===== src/rv64_pkg.sv =====
// Types and constants for the RV64I core.
// No dependencies.
`timescale 1ns / 1ps
package rv64_pkg;
    localparam logic [6:0] OP_LUI    = 7'h37;
    localparam logic [6:0] OP_AUIPC  = 7'h17;
    localparam logic [6:0] OP_IMM    = 7'h13;
    localparam logic [6:0] OP_IMM32  = 7'h1b;
    localparam logic [6:0] OP_REG    = 7'h33;
    localparam logic [6:0] OP_REG32  = 7'h3b;
    localparam logic [6:0] OP_LOAD   = 7'h03;
    localparam logic [6:0] OP_STORE  = 7'h23;
    localparam logic [6:0] OP_BRANCH = 7'h63;
    localparam logic [6:0] OP_JALR   = 7'h67;
    localparam logic [6:0] OP_JAL    = 7'h6f;
    localparam logic [31:0] UPPER_MASK = 32'hfffff000;

    localparam logic [1:0] ST_COMMIT  = 2'd0;
    localparam logic [1:0] ST_LOADREQ = 2'd1;
    localparam logic [1:0] ST_ILLEGAL = 2'd2;
    localparam logic [1:0] ST_IGNORED = 2'd3;

    localparam logic KIND_INSN = 1'b0;
    localparam logic KIND_DATA = 1'b1;

    // Item handed from front to back.
    typedef struct packed {
        logic        kind;
        logic [31:0] insn;
        logic [63:0] data;
    } t_item;

    // One result item.
    typedef struct packed {
        logic [63:0] commit_pc;
        logic [31:0] commit_insn;
        logic [1:0]  status;
        logic        reg_we;
        logic [4:0]  reg_idx;
        logic [63:0] reg_val;
        logic        store_valid;
        logic [63:0] mem_addr;
        logic [3:0]  mem_size;
        logic [63:0] store_data;
        logic [63:0] next_pc;
    } t_result;
endpackage


===== src/rv64_front.sv =====
// Front end: accepts input items and holds them in a two-entry queue.
// Depends on rv64_pkg.
`timescale 1ns / 1ps
module rv64_front (
    input  logic            i_clk,
    input  logic            i_rst_n,
    input  logic            i_valid,
    output logic            o_ready,
    input  rv64_pkg::t_item i_item,
    output logic            o_valid,
    input  logic            i_ready,
    output rv64_pkg::t_item o_item
);
    rv64_pkg::t_item r_q [2];
    logic            r_rd, r_wr;
    logic [1:0]      r_cnt;
    logic            push, pop;

    assign o_ready = (r_cnt != 2'd2);
    assign o_valid = (r_cnt != 2'd0);
    assign push    = i_valid && o_ready;
    assign pop     = o_valid && i_ready;
    assign o_item  = r_q[r_rd];

    // Advance pointers and count.
    always_ff @(posedge i_clk) begin
        if (!i_rst_n) begin
            r_rd  <= 1'b0;
            r_wr  <= 1'b0;
            r_cnt <= 2'd0;
        end else begin
            if (push) r_wr <= ~r_wr;
            if (pop)  r_rd <= ~r_rd;
            r_cnt <= r_cnt + {1'b0, push} - {1'b0, pop};
        end
    end

    // Store entries.
    always_ff @(posedge i_clk) begin
        if (push) r_q[r_wr] <= i_item;
    end
endmodule


===== config.mk =====
export PLATFORM = sky130hd
export DESIGN_NAME = rv64_front
export DESIGN_NICKNAME = d
export VERILOG_FILES = /design/src/rv64_pkg.sv /design/src/rv64_front.sv
export SDC_FILE = /design/constraint.sdc
export NUM_CORES = 1
export LEC_CHECK = 0
export BUFFER_PORTS_ARGS = -buffer_cell sky130_fd_sc_hd__clkbuf_2
export CORE_UTILIZATION = 52
export CTS_CLUSTER_SIZE = 14
export DETAILED_ROUTE_END_ITERATION = 8
export HOLD_SLACK_MARGIN = 0.02
export PLACE_DENSITY = 0.79
export SLEW_MARGIN = 5
export SYNTH_ARGS = -nofsm -noshare
export SYNTH_HDL_FRONTEND = slang
export SYNTH_SLANG_ARGS = --single-unit

===== constraint.sdc =====
create_clock -name i_clk -period 5.8 [get_ports i_clk]
set_clock_uncertainty 0.05 [all_clocks]
set_input_delay 0.29 -clock i_clk [delete_from_list [all_inputs] [get_ports i_clk]]
set_output_delay 0.29 -clock i_clk [all_outputs]
set_load 0.02 [all_outputs]

== Yosys cells after proc, flatten, opt, wreduce, memory -nomap -nowiden ==
Memory sizes are Yosys's and may differ from the RTL's. A register that Yosys moved wholly into a read port is not among the register bits.
Cells that the tools add are included.
Word-level totals
  flip-flop bits (word level): 4
  latch bits: 0
  RAM bits: 194
  ROM bits: 0
  input bits: 101
  output and inout port bits: 99
  logic and storage cells: 16
  memories kept: 1
Memories
  r_q: depth 2, width 97, rd ports 1, clocked after memory_dff 1, write ports 1, RTL line rv64_front.sv:14  | rv64_pkg::t_item r_q [2];
Cells by class
  add/sub/neg operators: 2
  multipliers: 0
  divide/modulo/power cells: 0
  order comparisons: 0
  equal/unequal tests: 1
  shift-type cells: 0
  muxes and demuxes: 4
  bitwise operators: 2
  reductions and logical operators: 3
Operators with widths (count)
  2-to-1 mux 1 bit: 4
  adder 2 x 1 -> 2 bit: 1
  logical AND 1 bit: 2
  != test 2 bit (second input constant): 1
  inverter 1 bit: 2
  nonzero test 2 bit: 1
  subtractor 2 x 1 -> 2 bit: 1

== Longest topological paths before layout ==
  word-level depth: 4
  depth in mapped cells: 8
  depth with buffers taken out: 8

== Worst setup path before layout ==
Ideal clock, no wire load.
  path kind: reg-to-reg
  from: register r_cnt[0]
  to: memory r_q[0][0] in the netlist's numbering, enable pin
  library setup time: 554 ps
  arrival time: 4795 ps
  required time: 5196 ps
  slack: 401 ps
  cell stages (with the launch flop): 4
  path buffers: 0
  clock period less this slack: 5399 ps
  cell sequence: dfxtp_1 nand2b_1 nand2_1 nor2_1
Between the ends
  word-level cells in the longest chain between the ends: 4
RTL lines
  from (decl): RTL line rv64_front.sv:16  | logic [1:0] r_cnt;
  from (signal assigned): RTL line rv64_front.sv:34  | r_cnt <= r_cnt + {1'b0, push} - {1'b0, pop};
  != test 2 bit: RTL line rv64_front.sv:19  | assign o_ready = (r_cnt != 2'd2);
  via o_ready: RTL line rv64_front.sv:8  | output logic o_ready,
  logical AND 1 bit: RTL line rv64_front.sv:21  | assign push = i_valid && o_ready;
  2-to-1 mux 1 bit: RTL line rv64_front.sv:40  | if (push) r_q[r_wr] <= i_item;
  2-to-1 mux 1 bit (implied by the code): RTL line rv64_front.sv:40
  to (decl): RTL line rv64_front.sv:14
The timed path passes the listed nets, and every way through them passes these cells.

==> impl_metrics.json <==
{
  "cp.arrival_ns": 2.63,
  "critPathMaxFanout": 54,
  "routedWlPerCell_um": 18.48,
  "rrSetupSlack_ns": 2.95,
  "vias_per_cell": 5.071,
  "placed_cell_area_mm2": 0.008524,
  "p_per_area_mw_per_mm2": 413.5,
  "wl_um": 15260,
  "peakVddDrop_mv": 0.3020,
  "post-route-util": 0.7278,
  "grt_pass1_wl_um": 22450,
  "numCtsBuffers": 17,
  "fin_cells": 826,
  "tns_ns": 0,
  "drt-initial-drc-count": 245,
  "p_sw_mw": 1.266,
  "synth_xor_area_frac": 0.003574,
  "n_antenna_cell": 0,
  "crit_family": "buffers and inverters",
  "ys_seq_elements": 199,
  "htree_num_levels": 4,
  "cts_root_buffer": "clkbuf_16",
  "synthSimpleGateAreaFrac": 0.008340,
  "grt_pass1_vias": 4373,
  "slew_violations": 0,
  "synth_top_family_by_area": "multiplexers",
  "synth_warnings": 0,
  "die_h_um": 120.9,
  "p_sw_frac": 0.3042,
  "synth-compound-area-share": 0.001021,
  "yosysSeqAreaShare": 0.8061,
  "crit_path_end": "o_item[49]",
  "cap_violations": 0,
  "drtPass1Iterations": 4,
  "grt_max_degree": 69,
  "hold_slack_ns": 0.1364,
  "r2r_start": "r_cnt[0]",
  "track_usage": 0.2106,
  "final.period_utilization": 0.5127,
  "die_w_um": 120.9,
  "syn_nets": 429,
  "nNetsFinal": 736,
  "place_ws_ns": 2.973,
  "dp_hpwl_um": 8308,
  "synth_cell_types": 18,
  "layout-drive-gt1-share": 0.5155,
  "start_util": 0.5316,
  "fin_ws_ns": 2.826,
  "crit_path_top_delay_cell": "dfxtp_4",
  "cts_resized": 0,
  "power_frac_comb": 0.269,
  "syn_to_final_growth_pct": 36.90,
  "timing.rr.end": "r_q[0][72]",
  "final_cell_mix": "clkbuf_2 (199), edfxtp_1 (194), dlygate4sd3_1 (97)",
  "dp.cells": 697,
  "drtAntennaViolNets": 0,
  "cp_num_buf_inv": 2,
  "path_cells": "buf_4 > mux2_2 > clkbuf_2",
  "max_freq_ghz": 0.3363,
  "cts_tree": "built",
  "synth_area_leader_cell": "edfxtp_1",
  "syn_avg_cell_area_um2": 22.55,
  "clk_pin_slew_ns": 0.07,
  "clk_latency_ns": 0.43,
  "syn_inst": 326,
  "post_cts_buffers": 0,
  "max_stage_delay_ns": 0.85,
  "clock_path_buffers": 2,
  "crit_type": "flip-flop to output pin",
  "cts.sink_count": 199,
  "hold_viol_final": 0,
  "reg2reg_depth": 4,
  "tightestPinTransition_ns": 1.109,
  "start_kind": "flip-flop",
  "rows": 43,
  "p_int_mw": 2.895,
  "grt-ovfl-total": 0,
  "portBuffers": 199,
  "synth_area_mm2": 0.007351,
  "crit_cells": 3,
  "vias": 4189,
  "drc": 0,
  "io-pin-count": 200,
  "critPathRequiredTime_ns": 5.46,
  "pwr-share-clk": 0.272,
  "rsz0062_at_grt": "false",
  "final_common_cell": "clkbuf_2",
  "status": "completed",
  "synth_fa_ha_area_frac": 0.003404,
  "p_total_mw": 4.161,
  "die-area_mm2": 0.01462,
  "relSlewSlack": 0.2591,
  "synth_area_leaders": "edfxtp_1 (79%), mux2_2 (10%), mux2_4 (6.1%), dfxtp_1 (1.4%), buf_6 (0.77%)",
  "final-setup-viol-count": 0,
  "seqPwrFrac": 0.460,
  "design_area_mm2": 0.01006,
  "synthMuxAreaShare": 0.1653,
  "total_leakage_power_nw": 3.898,
  "fp.coreArea_mm2": 0.01383,
  "period_needed_ns": 2.974,
  "synth.top_cell.area_share": 0.7925,
  "worstHoldPathType": "primary input to flip-flop",
  "antenna_found_initial": 0,
  "crit_path_end_kind": "output pin",
  "gp_congestion": 0.7316
}
[power by group through the flow]
stage / combinational, mW / sequential, mW / clock (mW)
detailed placement: 1.05 / 1.94 / 0
finish: 1.12 / 1.91 / 1.13
global placement: 1.04 / 1.92 / 0
CTS: 1.11 / 1.90 / 1.14
global route: 1.18 / 1.93 / 1.20
floorplan: 0.798 / 1.89 / 0
[worst min path at each step]
stage	slack [ns]	startpoint	depth (start not counted)	to
global placement	0.43	i_item[15]	1	r_q[0][15]
floorplan	0.34	i_item[0]	0	r_q[0][0]
detailed placement	0.43	i_item[77]	1	r_q[0][77]
finish	0.14	i_rst_n	2	flip-flop
CTS	0.08	i_rst_n	2	r_cnt[0]
global route	0.13	i_rst_n	2	flip-flop
[cells by family after synthesis]
kind of cell,Yosys count
fa+ha+maj,2
xor+xnor,3
flops,199
simple gates,11
compound gates,1
buf+inv,12
mux,98
[final cells by class]
| type | count | area, um2 |
|---|---|---|
| timing repair buffer | 299 | 1989 |
| fill | 810 | 3764 |
| inverter | 1 | 3.754 |
| tap | 180 | 225.2 |
| sequential | 199 | 5929 |
| multi-input combinational | 115 | 1348 |
| clock inverter | 15 | 142.6 |
| clock buffer | 17 | 425.4 |
[Yosys cell counts]
cell      instances
buf_6             5
ha_1              2
inv_1             1
nor2b_1           2
buf_2             6
and3_1            1
and2_1            2
mux2i_1           1
mux2_4           30
nor2_1            1
nand2_1           2
dfxtp_1           5
nand2b_1          2
xnor2_1           3
o21a_1            1
edfxtp_1        194
mux2_2           67
or2_2             1
[registers in the layout (all words and copies together), names as in the netlist, named ones only]
| name | cells |
|---|---|
| r_rd | 1 |
| r_q | 194 |
| r_cnt | 2 |
| r_wr | 1 |
[metal layers]
| metal | GRT usage | share of wire | vias to the layer above |
|---|---|---|---|
| met5 | 0 | 0 | - |
| met4 | 0.08179 | 0.017 | 0 |
| met3 | 0.06297 | 0.078 | 21 |
| met2 | 0.3807 | 0.53 | 198 |
| met1 | 0.2310 | 0.38 | 2067 |
| li1 | - | - | 1903 |
[what timing repair did]
item                                    4_1_cts  5_1_grt
endpoints found under the hold margin       193        0
hold buffers                                 97        0
endpoints found under the setup margin        0        0
Note: power is estimated with default switching activity, not from simulation.
